File: config.mk
export PLATFORM = sky130hd
export DESIGN_NAME = modular_exponentiation_reduced_core
export DESIGN_NICKNAME = d
export VERILOG_FILES = /design/src/rtl/core/mexr_pkg.sv /design/src/rtl/core/mexr_div.sv /design/src/rtl/core/mexr_mulmod.sv /design/src/rtl/core/mexr_datapath.sv /design/src/rtl/core/mexr_ctrl.sv /design/src/rtl/core/modular_exponentiation_reduced_core.sv
export SDC_FILE = /design/constraint.sdc
export NUM_CORES = 2
export LEC_CHECK = 0
export ABC_AREA = 0
export BUFFER_PORTS_ARGS = -buffer_cell sky130_fd_sc_hd__buf_2
export CORE_MARGIN = 2
export CORE_UTILIZATION = 50
export DETAILED_ROUTE_END_ITERATION = 8
export PLACE_DENSITY = 0.65
export SETUP_SLACK_MARGIN = 0.15
export SYNTH_ARGS = -nofsm -noshare
export SYNTH_HDL_FRONTEND = slang
export SYNTH_SLANG_ARGS = --single-unit
export TNS_END_PERCENT = 10
File: constraint.sdc
create_clock -name clk -period 16.2 [get_ports clk]
set_input_delay 4.86 -clock clk [delete_from_list [all_inputs] [get_ports clk]]
set_output_delay 4.86 -clock clk [all_outputs]
set_load 0.005 [all_outputs]
File: src/rtl/core/mexr_pkg.sv
`timescale 1ns / 1ps

package mexr_pkg;

	// Register map of the configuration port
	localparam int unsigned CFG_INDEX_W = 2;
	localparam logic [CFG_INDEX_W-1:0] REG_MODULUS  = 2'd0;
	localparam logic [CFG_INDEX_W-1:0] REG_TOTIENT  = 2'd1;
	localparam logic [CFG_INDEX_W-1:0] REG_EXPONENT = 2'd2;

	// Reset values of the configuration registers
	localparam int unsigned MODULUS_RESET  = 2;
	localparam int unsigned TOTIENT_RESET  = 1;
	localparam int unsigned EXPONENT_RESET = 0;

	// Trial division constants: 3 first, then 6k-1 / 6k+1 starting at 5
	localparam int unsigned SMALL_PRIME = 3;
	localparam int unsigned TRIAL_FIRST = 5;
	localparam int unsigned TRIAL_STEP  = 6;
	localparam int unsigned TRIAL_PAIR  = 2;
	localparam int unsigned MIN_MODULUS = 2;

	// Divider operand selection
	typedef enum logic [2:0] {
		DSEL_THREE,
		DSEL_TRIAL,
		DSEL_TRIAL_PAIR,
		DSEL_EXPONENT,
		DSEL_BASE
	} div_sel_t;

	// Modular multiplier operand selection
	typedef enum logic {
		MSEL_RESULT,
		MSEL_SQUARE
	} mul_sel_t;

	typedef enum logic [3:0] {
		S_IDLE,
		S_P_START,
		S_P_W3,
		S_P_LOOP,
		S_P_WA,
		S_P_LB,
		S_P_WB,
		S_E_RED,
		S_E_WAIT,
		S_B_RED,
		S_B_WAIT,
		S_LOOP,
		S_M_WR,
		S_M_SQ,
		S_M_WS,
		S_FIN
	} state_t;

	typedef struct packed {
		logic     capture;
		logic     div_start;
		div_sel_t div_sel;
		logic     mul_start;
		mul_sel_t mul_sel;
		logic     trial_init;
		logic     trial_step;
		logic     prime_set;
		logic     prime_val;
		logic     load_e_direct;
		logic     load_e_rem;
		logic     load_b_rem;
		logic     load_res_mul;
		logic     load_b_mul;
		logic     load_res_zero;
		logic     load_out;
	} ctrl_cmd_t;

	typedef struct packed {
		logic n_lt2;
		logic n_le3;
		logic n_even;
		logic prime_valid;
		logic prime;
		logic totient_zero;
		logic sq_gt_n;
		logic div_done;
		logic rem_zero;
		logic mul_done;
		logic e_zero;
		logic e_lsb;
	} ctrl_status_t;

endpackage

File: src/rtl/core/mexr_div.sv
`timescale 1ns / 1ps

module mexr_div #(
	parameter int unsigned WIDTH = 32
) (
	input  logic             clk,
	input  logic             arst_n,
	input  logic             start,
	input  logic [WIDTH:0]   dividend,
	input  logic [WIDTH-1:0] divisor,
	output logic [WIDTH-1:0] remainder,
	output logic             done
);

	localparam int unsigned CW = $clog2(WIDTH + 2);

	logic             busy_q;
	logic             done_q;
	logic [CW-1:0]    cnt_q;
	logic [WIDTH:0]   num_q;
	logic [WIDTH-1:0] den_q;
	logic [WIDTH-1:0] rem_q;
	logic [WIDTH:0]   trial;
	logic [WIDTH:0]   diff;
	logic [WIDTH:0]   rem_next;

	// One restoring step: bring down the next dividend bit, subtract if it fits
	assign trial    = {rem_q, num_q[WIDTH]};
	assign diff     = trial - {1'b0, den_q};
	assign rem_next = (trial >= {1'b0, den_q}) ? diff : trial;

	always_ff @(posedge clk or negedge arst_n) begin
		if (!arst_n) begin
			busy_q <= 1'b0;
			done_q <= 1'b0;
			cnt_q  <= '0;
		end else begin
			done_q <= 1'b0;
			if (start) begin
				busy_q <= 1'b1;
				cnt_q  <= CW'(WIDTH);
			end else if (busy_q) begin
				if (cnt_q == '0) begin
					busy_q <= 1'b0;
					done_q <= 1'b1;
				end else begin
					cnt_q <= cnt_q - 1'b1;
				end
			end
		end
	end

	// Shift the dividend out and keep the partial remainder
	always_ff @(posedge clk) begin
		if (start) begin
			num_q <= dividend;
			den_q <= divisor;
			rem_q <= '0;
		end else if (busy_q) begin
			num_q <= {num_q[WIDTH-1:0], 1'b0};
			rem_q <= rem_next[WIDTH-1:0];
		end
	end

	assign remainder = rem_q;
	assign done      = done_q;

endmodule

File: src/rtl/core/mexr_mulmod.sv
`timescale 1ns / 1ps

module mexr_mulmod #(
	parameter int unsigned WIDTH = 32
) (
	input  logic             clk,
	input  logic             arst_n,
	input  logic             start,
	input  logic [WIDTH-1:0] op_a,
	input  logic [WIDTH-1:0] op_b,
	input  logic [WIDTH-1:0] modulus,
	output logic [WIDTH-1:0] product,
	output logic             done
);

	localparam int unsigned CW = $clog2(WIDTH);

	logic             busy_q;
	logic             done_q;
	logic [CW-1:0]    cnt_q;
	logic [WIDTH-1:0] a_q;
	logic [WIDTH-1:0] b_q;
	logic [WIDTH-1:0] r_q;
	logic [WIDTH+1:0] t;
	logic [WIDTH+1:0] n1;
	logic [WIDTH+1:0] n2;
	logic [WIDTH+1:0] r_next;

	// Double-and-add, MSB first: t = 2r + bit*a stays below 3n
	assign n1 = {2'b00, modulus};
	assign n2 = {1'b0, modulus, 1'b0};
	assign t  = {1'b0, r_q, 1'b0} + (b_q[WIDTH-1] ? {2'b00, a_q} : '0);

	always_comb begin
		if (t >= n2) begin
			r_next = t - n2;
		end else if (t >= n1) begin
			r_next = t - n1;
		end else begin
			r_next = t;
		end
	end

	always_ff @(posedge clk or negedge arst_n) begin
		if (!arst_n) begin
			busy_q <= 1'b0;
			done_q <= 1'b0;
			cnt_q  <= '0;
		end else begin
			done_q <= 1'b0;
			if (start) begin
				busy_q <= 1'b1;
				cnt_q  <= CW'(WIDTH - 1);
			end else if (busy_q) begin
				if (cnt_q == '0) begin
					busy_q <= 1'b0;
					done_q <= 1'b1;
				end else begin
					cnt_q <= cnt_q - 1'b1;
				end
			end
		end
	end

	always_ff @(posedge clk) begin
		if (start) begin
			a_q <= op_a;
			b_q <= op_b;
			r_q <= '0;
		end else if (busy_q) begin
			b_q <= {b_q[WIDTH-2:0], 1'b0};
			r_q <= r_next[WIDTH-1:0];
		end
	end

	assign product = r_q;
	assign done    = done_q;

endmodule

File: src/rtl/core/mexr_datapath.sv
`timescale 1ns / 1ps

module mexr_datapath #(
	parameter int unsigned WIDTH = 32
) (
	input  logic                                clk,
	input  logic                                arst_n,
	input  logic                                cfg_write_en,
	input  logic [mexr_pkg::CFG_INDEX_W-1:0]    cfg_index,
	input  logic [WIDTH-1:0]                    cfg_data,
	input  logic [WIDTH:0]                      base_value,
	input  mexr_pkg::ctrl_cmd_t                 cmd,
	output mexr_pkg::ctrl_status_t              status,
	output logic [WIDTH-1:0]                    power_residue
);

	localparam int unsigned DW = WIDTH / 2 + 3;
	localparam int unsigned SW = WIDTH + 2;

	logic [WIDTH-1:0] modulus_q;
	logic [WIDTH-1:0] totient_q;
	logic [WIDTH-1:0] exponent_q;
	logic             prime_valid_q;
	logic             prime_q;
	logic [WIDTH:0]   base_q;
	logic [WIDTH-1:0] e_q;
	logic [WIDTH-1:0] b_q;
	logic [WIDTH-1:0] res_q;
	logic [WIDTH-1:0] out_q;
	logic [DW-1:0]    d_q;
	logic [SW-1:0]    sq_q;

	logic [WIDTH:0]   magnitude;
	logic [DW-1:0]    d_pair;
	logic [WIDTH:0]   div_dividend;
	logic [WIDTH-1:0] div_divisor;
	logic [WIDTH-1:0] div_rem;
	logic             div_done;
	logic [WIDTH-1:0] mul_a;
	logic [WIDTH-1:0] mul_b;
	logic [WIDTH-1:0] mul_prod;
	logic             mul_done;

	// Configuration registers; a modulus write drops the cached primality
	always_ff @(posedge clk or negedge arst_n) begin
		if (!arst_n) begin
			modulus_q     <= WIDTH'(mexr_pkg::MODULUS_RESET);
			totient_q     <= WIDTH'(mexr_pkg::TOTIENT_RESET);
			exponent_q    <= WIDTH'(mexr_pkg::EXPONENT_RESET);
			prime_valid_q <= 1'b0;
			prime_q       <= 1'b0;
		end else begin
			if (cfg_write_en) begin
				case (cfg_index)
					mexr_pkg::REG_MODULUS: begin
						modulus_q     <= cfg_data;
						prime_valid_q <= 1'b0;
					end
					mexr_pkg::REG_TOTIENT:  totient_q  <= cfg_data;
					mexr_pkg::REG_EXPONENT: exponent_q <= cfg_data;
					default: ;
				endcase
			end
			if (cmd.prime_set) begin
				prime_valid_q <= 1'b1;
				prime_q       <= cmd.prime_val;
			end
		end
	end

	assign magnitude = base_q[WIDTH] ? (~base_q + 1'b1) : base_q;
	assign d_pair    = d_q + DW'(mexr_pkg::TRIAL_PAIR);

	// Select divider operands
	always_comb begin
		case (cmd.div_sel)
			mexr_pkg::DSEL_THREE: begin
				div_dividend = {1'b0, modulus_q};
				div_divisor  = WIDTH'(mexr_pkg::SMALL_PRIME);
			end
			mexr_pkg::DSEL_TRIAL: begin
				div_dividend = {1'b0, modulus_q};
				div_divisor  = {{(WIDTH-DW){1'b0}}, d_q};
			end
			mexr_pkg::DSEL_TRIAL_PAIR: begin
				div_dividend = {1'b0, modulus_q};
				div_divisor  = {{(WIDTH-DW){1'b0}}, d_pair};
			end
			mexr_pkg::DSEL_EXPONENT: begin
				div_dividend = {1'b0, exponent_q};
				div_divisor  = prime_q ? (modulus_q - 1'b1) : totient_q;
			end
			mexr_pkg::DSEL_BASE: begin
				div_dividend = magnitude;
				div_divisor  = modulus_q;
			end
			default: begin
				div_dividend = {1'b0, modulus_q};
				div_divisor  = modulus_q;
			end
		endcase
	end

	assign mul_a = (cmd.mul_sel == mexr_pkg::MSEL_RESULT) ? res_q : b_q;
	assign mul_b = b_q;

	mexr_div #(.WIDTH(WIDTH)) u_div (
		.clk       (clk),
		.arst_n    (arst_n),
		.start     (cmd.div_start),
		.dividend  (div_dividend),
		.divisor   (div_divisor),
		.remainder (div_rem),
		.done      (div_done)
	);

	mexr_mulmod #(.WIDTH(WIDTH)) u_mulmod (
		.clk     (clk),
		.arst_n  (arst_n),
		.start   (cmd.mul_start),
		.op_a    (mul_a),
		.op_b    (mul_b),
		.modulus (modulus_q),
		.product (mul_prod),
		.done    (mul_done)
	);

	// Working registers of one transaction
	always_ff @(posedge clk) begin
		if (cmd.capture) begin
			base_q <= base_value;
		end
		if (cmd.trial_init) begin
			d_q  <= DW'(mexr_pkg::TRIAL_FIRST);
			sq_q <= SW'(mexr_pkg::TRIAL_FIRST * mexr_pkg::TRIAL_FIRST);
		end else if (cmd.trial_step) begin
			d_q  <= d_q + DW'(mexr_pkg::TRIAL_STEP);
			sq_q <= sq_q + SW'(d_q) * SW'(2 * mexr_pkg::TRIAL_STEP)
				+ SW'(mexr_pkg::TRIAL_STEP * mexr_pkg::TRIAL_STEP);
		end
		if (cmd.load_e_direct) begin
			e_q <= exponent_q;
		end else if (cmd.load_e_rem) begin
			e_q <= div_rem;
		end else if (cmd.load_b_mul) begin
			e_q <= {1'b0, e_q[WIDTH-1:1]};
		end
		if (cmd.load_b_rem) begin
			b_q <= (base_q[WIDTH] && div_rem != '0) ? (modulus_q - div_rem) : div_rem;
		end else if (cmd.load_b_mul) begin
			b_q <= mul_prod;
		end
		if (cmd.load_b_rem) begin
			res_q <= WIDTH'(1);
		end else if (cmd.load_res_mul) begin
			res_q <= mul_prod;
		end else if (cmd.load_res_zero) begin
			res_q <= '0;
		end
		if (cmd.load_out) begin
			out_q <= res_q;
		end
	end

	assign status.n_lt2        = modulus_q < WIDTH'(mexr_pkg::MIN_MODULUS);
	assign status.n_le3        = modulus_q <= WIDTH'(mexr_pkg::SMALL_PRIME);
	assign status.n_even       = ~modulus_q[0];
	assign status.prime_valid  = prime_valid_q;
	assign status.prime        = prime_q;
	assign status.totient_zero = totient_q == '0;
	assign status.sq_gt_n      = sq_q > {2'b00, modulus_q};
	assign status.div_done     = div_done;
	assign status.rem_zero     = div_rem == '0;
	assign status.mul_done     = mul_done;
	assign status.e_zero       = e_q == '0;
	assign status.e_lsb        = e_q[0];

	assign power_residue = out_q;

endmodule

File: src/rtl/core/mexr_ctrl.sv
`timescale 1ns / 1ps

module mexr_ctrl (
	input  logic                   clk,
	input  logic                   arst_n,
	input  logic                   in_valid,
	output logic                   in_ready,
	output logic                   out_valid,
	input  logic                   out_ready,
	input  mexr_pkg::ctrl_status_t status,
	output mexr_pkg::ctrl_cmd_t    cmd
);

	mexr_pkg::state_t state_q;
	mexr_pkg::state_t state_next;
	logic             out_valid_q;
	logic             accept;
	logic             slot_free;

	assign in_ready  = (state_q == mexr_pkg::S_IDLE);
	assign accept    = in_valid && in_ready;
	assign slot_free = !out_valid_q || out_ready;

	// Next state
	always_comb begin
		state_next = state_q;
		case (state_q)
			mexr_pkg::S_IDLE: begin
				if (accept) begin
					if (status.n_lt2) state_next = mexr_pkg::S_FIN;
					else if (status.prime_valid) state_next = mexr_pkg::S_E_RED;
					else state_next = mexr_pkg::S_P_START;
				end
			end
			mexr_pkg::S_P_START: begin
				if (status.n_le3 || status.n_even) state_next = mexr_pkg::S_E_RED;
				else state_next = mexr_pkg::S_P_W3;
			end
			mexr_pkg::S_P_W3: begin
				if (status.div_done) begin
					state_next = status.rem_zero ? mexr_pkg::S_E_RED : mexr_pkg::S_P_LOOP;
				end
			end
			mexr_pkg::S_P_LOOP: begin
				state_next = status.sq_gt_n ? mexr_pkg::S_E_RED : mexr_pkg::S_P_WA;
			end
			mexr_pkg::S_P_WA: begin
				if (status.div_done) begin
					state_next = status.rem_zero ? mexr_pkg::S_E_RED : mexr_pkg::S_P_LB;
				end
			end
			mexr_pkg::S_P_LB: state_next = mexr_pkg::S_P_WB;
			mexr_pkg::S_P_WB: begin
				if (status.div_done) begin
					state_next = status.rem_zero ? mexr_pkg::S_E_RED : mexr_pkg::S_P_LOOP;
				end
			end
			mexr_pkg::S_E_RED: begin
				if (!status.prime && status.totient_zero) state_next = mexr_pkg::S_B_RED;
				else state_next = mexr_pkg::S_E_WAIT;
			end
			mexr_pkg::S_E_WAIT: if (status.div_done) state_next = mexr_pkg::S_B_RED;
			mexr_pkg::S_B_RED: state_next = mexr_pkg::S_B_WAIT;
			mexr_pkg::S_B_WAIT: if (status.div_done) state_next = mexr_pkg::S_LOOP;
			mexr_pkg::S_LOOP: begin
				if (status.e_zero) state_next = mexr_pkg::S_FIN;
				else if (status.e_lsb) state_next = mexr_pkg::S_M_WR;
				else state_next = mexr_pkg::S_M_SQ;
			end
			mexr_pkg::S_M_WR: if (status.mul_done) state_next = mexr_pkg::S_M_SQ;
			mexr_pkg::S_M_SQ: state_next = mexr_pkg::S_M_WS;
			mexr_pkg::S_M_WS: if (status.mul_done) state_next = mexr_pkg::S_LOOP;
			mexr_pkg::S_FIN: if (slot_free) state_next = mexr_pkg::S_IDLE;
			default: state_next = mexr_pkg::S_IDLE;
		endcase
	end

	// Datapath commands
	always_comb begin
		cmd         = '0;
		cmd.div_sel = mexr_pkg::DSEL_THREE;
		cmd.mul_sel = mexr_pkg::MSEL_RESULT;
		case (state_q)
			mexr_pkg::S_IDLE: begin
				cmd.capture       = accept;
				cmd.load_res_zero = accept && status.n_lt2;
			end
			mexr_pkg::S_P_START: begin
				if (status.n_le3) begin
					cmd.prime_set = 1'b1;
					cmd.prime_val = 1'b1;
				end else if (status.n_even) begin
					cmd.prime_set = 1'b1;
				end else begin
					cmd.div_start = 1'b1;
				end
			end
			mexr_pkg::S_P_W3: begin
				cmd.div_sel    = mexr_pkg::DSEL_THREE;
				cmd.prime_set  = status.div_done && status.rem_zero;
				cmd.trial_init = status.div_done && !status.rem_zero;
			end
			mexr_pkg::S_P_LOOP: begin
				cmd.div_sel = mexr_pkg::DSEL_TRIAL;
				if (status.sq_gt_n) begin
					cmd.prime_set = 1'b1;
					cmd.prime_val = 1'b1;
				end else begin
					cmd.div_start = 1'b1;
				end
			end
			mexr_pkg::S_P_WA: begin
				cmd.div_sel   = mexr_pkg::DSEL_TRIAL;
				cmd.prime_set = status.div_done && status.rem_zero;
			end
			mexr_pkg::S_P_LB: begin
				cmd.div_sel   = mexr_pkg::DSEL_TRIAL_PAIR;
				cmd.div_start = 1'b1;
			end
			mexr_pkg::S_P_WB: begin
				cmd.div_sel    = mexr_pkg::DSEL_TRIAL_PAIR;
				cmd.prime_set  = status.div_done && status.rem_zero;
				cmd.trial_step = status.div_done && !status.rem_zero;
			end
			mexr_pkg::S_E_RED: begin
				cmd.div_sel = mexr_pkg::DSEL_EXPONENT;
				if (!status.prime && status.totient_zero) cmd.load_e_direct = 1'b1;
				else cmd.div_start = 1'b1;
			end
			mexr_pkg::S_E_WAIT: begin
				cmd.div_sel    = mexr_pkg::DSEL_EXPONENT;
				cmd.load_e_rem = status.div_done;
			end
			mexr_pkg::S_B_RED: begin
				cmd.div_sel   = mexr_pkg::DSEL_BASE;
				cmd.div_start = 1'b1;
			end
			mexr_pkg::S_B_WAIT: begin
				cmd.div_sel    = mexr_pkg::DSEL_BASE;
				cmd.load_b_rem = status.div_done;
			end
			mexr_pkg::S_LOOP: begin
				cmd.mul_sel   = mexr_pkg::MSEL_RESULT;
				cmd.mul_start = !status.e_zero && status.e_lsb;
			end
			mexr_pkg::S_M_WR: begin
				cmd.mul_sel      = mexr_pkg::MSEL_RESULT;
				cmd.load_res_mul = status.mul_done;
			end
			mexr_pkg::S_M_SQ: begin
				cmd.mul_sel   = mexr_pkg::MSEL_SQUARE;
				cmd.mul_start = 1'b1;
			end
			mexr_pkg::S_M_WS: begin
				cmd.mul_sel    = mexr_pkg::MSEL_SQUARE;
				cmd.load_b_mul = status.mul_done;
			end
			mexr_pkg::S_FIN: cmd.load_out = slot_free;
			default: ;
		endcase
	end

	always_ff @(posedge clk or negedge arst_n) begin
		if (!arst_n) begin
			state_q     <= mexr_pkg::S_IDLE;
			out_valid_q <= 1'b0;
		end else begin
			state_q <= state_next;
			// Hold the result until the transaction completes
			if (cmd.load_out) out_valid_q <= 1'b1;
			else if (out_ready) out_valid_q <= 1'b0;
		end
	end

	assign out_valid = out_valid_q;

	a_one_unit: assert property (@(posedge clk) disable iff (!arst_n)
		!(cmd.div_start && cmd.mul_start))
		else $error("divider and multiplier started together");

	a_div_done_wait: assert property (@(posedge clk) disable iff (!arst_n)
		status.div_done |-> (state_q == mexr_pkg::S_P_W3 || state_q == mexr_pkg::S_P_WA
			|| state_q == mexr_pkg::S_P_WB || state_q == mexr_pkg::S_E_WAIT
			|| state_q == mexr_pkg::S_B_WAIT))
		else $error("divider finished outside a wait state");

	a_mul_done_wait: assert property (@(posedge clk) disable iff (!arst_n)
		status.mul_done |-> (state_q == mexr_pkg::S_M_WR || state_q == mexr_pkg::S_M_WS))
		else $error("multiplier finished outside a wait state");

endmodule

File: src/rtl/core/modular_exponentiation_reduced_core.sv
`timescale 1ns / 1ps

// Computes base^e mod modulus for each signed base, one transaction at a time. The exponent
// is first reduced modulo (modulus - 1) when the modulus is prime, otherwise modulo the
// totient (unreduced if the totient is zero); a modulus below two answers 0. One shared
// bit-serial divider, used for the exponent and base reductions and for trial division, and
// one bit-serial modular multiplier do the work: the two reductions are followed by up to
// WIDTH rounds of one or two products. Primality of the modulus is found by trial division
// on the first transaction after reset or after the modulus is written, and then cached.
module modular_exponentiation_reduced_core #(
	parameter int unsigned WIDTH = 32
) (
	input  logic                             clk,
	input  logic                             arst_n,
	input  logic                             cfg_write_en,
	input  logic [mexr_pkg::CFG_INDEX_W-1:0] cfg_index,
	input  logic [WIDTH-1:0]                 cfg_data,
	input  logic                             in_valid,
	output logic                             in_ready,
	input  logic signed [WIDTH:0]            base_value,
	output logic                             out_valid,
	input  logic                             out_ready,
	output logic [WIDTH-1:0]                 power_residue
);

	mexr_pkg::ctrl_cmd_t    cmd;
	mexr_pkg::ctrl_status_t status;

	mexr_ctrl u_ctrl (
		.clk       (clk),
		.arst_n    (arst_n),
		.in_valid  (in_valid),
		.in_ready  (in_ready),
		.out_valid (out_valid),
		.out_ready (out_ready),
		.status    (status),
		.cmd       (cmd)
	);

	mexr_datapath #(.WIDTH(WIDTH)) u_datapath (
		.clk           (clk),
		.arst_n        (arst_n),
		.cfg_write_en  (cfg_write_en),
		.cfg_index     (cfg_index),
		.cfg_data      (cfg_data),
		.base_value    (base_value),
		.cmd           (cmd),
		.status        (status),
		.power_residue (power_residue)
	);

endmodule
# After elaboration in Yosys (flattened, before gate mapping)
# Index checks and enable logic that the tools add are counted.
[totals]
inputBits = 72
out_inout_bits = 34
ramBits = 0
word_cells = 211
memories = 0
reg_bits = 525
mem_bits_ro = 0
latchBits = 0
[classes]
multipliers = 1
n_eq_ne = 31
bitwise_logic = 2
mux = 87
div_mod_pow = 0
reduce_logical = 45
n_lt_le_gt_ge = 6
n_addsub = 13
n_shift = 0
[ops]
columns = ["operator", "count"]
rows = [
  ["32-bit two-way mux", 16],
  ["32-bit case mux with 4 select lines", 1],
  ["32-bit subtractor", 4],
  ["33-bit two-way mux", 3],
  ["32-bit zero test", 3],
  ["33-bit case mux with 2 select lines", 1],
  ["4-bit case mux with 15 select lines", 1],
  ["4-bit two-way mux", 10],
  ["1-bit two-way mux", 38],
  ["33-bit by 32-bit adder with 34-bit output", 1],
  ["34-bit by 23-bit adder with 34-bit output", 1],
  ["34-bit by 6-bit adder with 34-bit output (second input constant)", 1],
  ["34-bit by 32-bit >= comparator with 1-bit output", 1],
  ["34-bit by 33-bit >= comparator with 1-bit output", 1],
  ["34-bit by 32-bit > comparator with 1-bit output", 1],
  ["33-bit by 1-bit adder with 33-bit output (second input constant)", 1],
  ["33-bit by 32-bit >= comparator with 1-bit output", 1],
  ["33-bit NOT", 1],
  ["4-bit equality test (second input constant)", 8],
  ["32-bit by 2-bit less-or-equal comparator with 1-bit output (second input constant)", 1],
  ["32-bit by 2-bit less-than comparator with 1-bit output (second input constant)", 1],
  ["32-bit nonzero test", 1],
  ["32-bit by 1-bit subtractor with 32-bit output (second input constant)", 1],
  ["19-bit by 2-bit multiplier with 21-bit output (second input constant)", 1],
  ["other kinds (37)", 86],
]

# Logic depth before layout (Yosys ltp)
[depth]
ltp_word = 6
ltp_mapped = 29
depth_no_buf = 25

# Cells and area by module
# Synthesis repeated with hierarchy kept, for this count alone.
[unflattened]
cells_unflattened = 3949
hier_area_um2 = 36224.7
[modules_own_cells]
columns = ["mod", "n_inst", "seq_area_each_um2", "area_per_inst_um2", "cells_each"]
rows = [
  ["mexr_datapath", 1, 7950.1, 20125.6, 2181],
  ["mexr_mulmod", 1, 2737.6, 9472.8, 1089],
  ["mexr_div", 1, 2792.7, 5958.2, 585],
  ["mexr_ctrl", 1, 125.1, 668.1, 94],
]

# Worst setup path before layout
# Ideal clock, no wire load.
[synth_path]
kind = "in2reg"
startpoint = "input in_valid"
endpoint = "register u_datapath.out_q[0], in the netlist u_datapath.power_residue[0] (enable)"
setup_slack_ps = 9048
required_ps = 15777
stages = 5
setup_time_ps = 423
t_arrival_ps = 6730
path_cell_list = "mux2i_1 a21oi_1 or2_2 o21ai_0 nor2_1"
[synth_lines]
columns = ["element", "line_no", "source"]
rows = [
  ["start: declaration", "modular_exponentiation_reduced_core.sv:18", "input logic in_valid,"],
  ["end signal: assignment", "mexr_datapath.sv:161", "out_q <= res_q;"],
  ["end: declaration", "mexr_datapath.sv:29", "logic [WIDTH-1:0] out_q;"],
]

# Final worst setup path
[layout_path]
startpoint = "register u_ctrl.state_q[3]"
endpoint = "output in_ready"
[layout_between]
elab_chain_len = 1
[layout_lines]
columns = ["element", "line_no", "source"]
rows = [
  ["start: declaration", "mexr_ctrl.sv:14", "mexr_pkg::state_t state_q;"],
  ["start signal: assignment", "mexr_ctrl.sv:165", "state_q <= mexr_pkg::S_IDLE;"],
  ["start signal: assignment", "mexr_ctrl.sv:168", "state_q <= state_next;"],
  ["4-bit zero test", "mexr_ctrl.sv:20", "assign in_ready = (state_q == mexr_pkg::S_IDLE);"],
  ["end: declaration", "modular_exponentiation_reduced_core.sv:19", "output logic in_ready,"],
]
# Every way passes these cells.

==> summary.md <==
| Metric | Value |
|---|---|
| Number of design-rule violations left by the first detailed-router iteration | `2471` |
| Pin slew with the least headroom to its limit | `between 1 and 1.5 ns` |
| Endpoint required time on the critical path | `11.34 ns` |
| GRT overflow | `0` |
| Initial antenna violation count | `2` |
| Top-level port count | `approximately 110` |
| Synth Area in Compound Gates | `0.2003` |
| Master cell of the clock root buffer | `clkbuf_16` |
| First-pass GRT wire length | `161100 µm` |
| Total wirelength of the detailed-routed design | `104300 µm` |
| Maximum net fanout on the critical path | `18` |
| Time the final worst path needs with I/O delays and setup | `7.108 ns` |
| Remaining max-slew budget at the tightest pin | `0.2564` |
| CTS clk-pin slew, worst paths | `0.07 ns` |
| Vertical die dimension | `roughly 270 µm` |
| CTS H-tree depth | `2` |
| Detailed-route wire length per cell | `21.92 µm` |
| Routability congestion estimate from global placement | `0.9920` |
| Via count of the first global-routing pass | `27540` |
| Distinct cell type count after synthesis | `88` |
| Critical path endpoint category | `primary output` |
| Number of nets at the end of the flow | `~4200` |
| Setup repair after global routing missed its margin | `no` |
| Buffer levels on the longest clock path | `3` |
| Source of the worst register-to-register timing path | `u_datapath.u_mulmod.b_q[31]$_DFFE_PP_` |
| Pre-Repair DR Iteration Count | `5` |
| Layout-stage area growth over the synthesis result | `10.18%` |
| Via-per-instance ratio | `6.066` |
| Largest net degree at the start of global routing | `70` |
| Die width | `266.8 µm` |
| Setup TNS | `0 ns` |
| Final period util | `0.4388` |
| Area of the die | `between 0.07 and 0.08 mm²` |
| Capture endpoint of the worst hold path | `u_datapath.power_residue[6]$_DFFE_PP_` |
| Residual DRC | `0` |
| Max-slew violation count | `0` |
| Kind of critical path | `reg2out` |
| Ratio of cells with drive above 1 in the final layout | `0.1125` |
| Final hold violation count | `0` |
| Worst clock skew | `between 0.02 and 0.025 ns` |
| Cell depth of the worst hold path | `0` |
| Via Count | `roughly 29000` |
| Count of standard-cell rows | `96` |
| Logic depth of the worst register-to-register path | `26` |
| Endpoint arrival time on the critical path | `2.25 ns` |
| Number of CTS-inserted buffers | `59` |
| Worst setup path startpoint | `u_ctrl.state_q[3]$_DFFE_PN0P_` |
| Source-to-sink clock delay at the later pin of the worst-skew pair | `0.66 ns` |
| HP Start | `u_datapath.res_q[6]$_SDFFE_PP0P_` |
| Maximum clock frequency | `roughly 140 MHz` |
| Net Count, Synth | `4123` |
| Area fraction in and, or, nand and nor cells after synthesis | `0.1580` |
| Post-detailed-route count of antenna-violating nets | `0` |
| Worst reg2reg setup slack | `9.31 ns` |
| Most common flop cell mapped by yosys | `edfxtp_1` |
| Dominant combinational cell family by area after synthesis | `compound AO/OA/AOI/OAI gates` |
| Xor and xnor area share after synthesis | `0.06267` |
| IO buf count | `105` |
| Commonest non-fill, non-tap cells in the layout | `nand2_1, a21oi_1, nor2_1, o21ai_0, edfxtp_1` |
| Synthesis-stage register bit count | `between 500 and 600` |
| Crit start category | `register` |
| Hold-fix buffers at CTS | `0` |
| Post-cts sizing count | `0` |
| Gr usage total | `0.2908` |
| Estimated wirelength of the detail-placed design | `79120 µm` |
| Mapped Area | `0.03452 mm²` |
| Post-synthesis share of cell area spent on full adders, half adders and majority gates | `0.09648` |
| Multiplexer share of the synthesized area | `0.05248` |
| Endpoint of the lowest-slack register-to-register path | `u_datapath.u_mulmod.product[30]$_SDFFE_PP0P_` |
| Share of synthesized flip-flops with an asynchronous set or reset | `0.2265` |
| Initial core utilization | `0.5042` |
| Clock tree from TritonCTS | `built` |
| Post-synthesis area per instance | `9.111 µm²` |
| Floorplan core area | `0.06847 mm²` |
| Largest registers | `u_datapath.base_q (33), u_datapath.u_div.num_q (33)` |
| Hold Path Class | `reg2reg` |
| Setup fix buffers added after clock tree synthesis | `0` |
| Number of enable flip-flop cells after synthesis | `258` |
| Final setup fails | `0` |
| Seq/Total Area, Yosys | `0.3941` |
| Outcome | `finished clean` |
| Most common cell after layout, fill and taps aside | `nand2_1` |
| Count of max-cap constraint violations | `0` |
| # clock sinks | `around 520` |
| Cell count after synthesis | `3789` |
| Number of warnings issued by yosys | `0` |
[synthesized netlist by cell type, types with 30 or more instances]
library cell	number	area, µm²
and2_1	47	294.0
xnor2_1	150	1314
a31oi_1	34	212.7
dfxtp_1	145	2903
nand2_1	446	1674
edfxtp_1	258	7747
nand3_1	80	400.4
a21o_1	104	780.8
nand2b_1	33	206.5
mux2_2	127	1430
inv_1	159	596.8
nor2_1	289	1085
nor3_1	58	290.3
dfrtp_1	116	2903
and3_1	30	187.7
o21ai_0	276	1381
a211oi_1	46	345.3
ha_1	255	3191
xor2_1	97	849.6
a22oi_1	40	300.3
a21oi_1	305	1526
nand4_1	38	237.7
a22o_1	32	280.3
clkbuf_1	156	585.6
o211ai_1	54	405.4
nor4_1	39	244.0
mux2i_1	34	340.3
[cell families after synthesis]
| kind of cell | after synthesis |
|---|---|
| muxes | 164 |
| and+or+nand+nor | 1172 |
| DFF | 521 |
| buffers and inverters | 328 |
| adders and majority gates | 262 |
| xor gates and xnor gates | 247 |
| AOI/OAI and AO/OA | 1095 |
[worst max-delay path by stage]
stage	to	slack, ns	depth (start not counted)
floorplan	u_datapath.power_residue[0]$_DFFE_PP_	9.05	5
global placement	u_datapath.power_residue[30]$_DFFE_PP_	9.27	6
detailed placement	u_datapath.power_residue[30]$_DFFE_PP_	9.25	6
CTS	in_ready	9.09	2
global route	u_datapath.u_mulmod.product[11]$_SDFFE_PP0P_	8.73	26
finish	in_ready	9.09	2
[area by class of cell]
class                           instances  area, µm²
Tap cell                              882       1104
Clock inverter                         39      475.5
Multi-Input combinational cell       2940      19790
Inverter                              160      600.6
Sequential cell                       521      13610
Antenna cell                            1      2.502
Timing Repair Buffer                  143      813.3
Clock buffer                           73       1643
Fill cell                            6265      30430
[stage by stage]
stage	hold WS (ns)	instances	instance area, µm²	worst slack [ns]	utilization
floorplan	0.4261	3789	34520	9.048	-
global placement	0.4438	4646	35920	9.275	0.5246
detailed placement	0.4460	4646	35920	9.248	0.5246
CTS	0.4611	4758	38030	9.093	0.5555
global route	0.4759	4758	38030	8.728	0.5555
finish	0.4592	4759	38040	9.092	0.5556
[metal layers]
layer  wire length, µm  track usage
met4              4466       0.1210
met3              6548      0.03506
met2             45880       0.4534
met5                 0            0
met1             47440       0.4094
[worst max-delay path, cell delays in order, from the launching register on]
cell	delay [ns]
dfrtp_1	0.61
nor4_1	0.76
buf_2	0.24
Power is not shown: default switching activity piles up to over one toggle a cycle in this logic, so the estimate is an artifact.
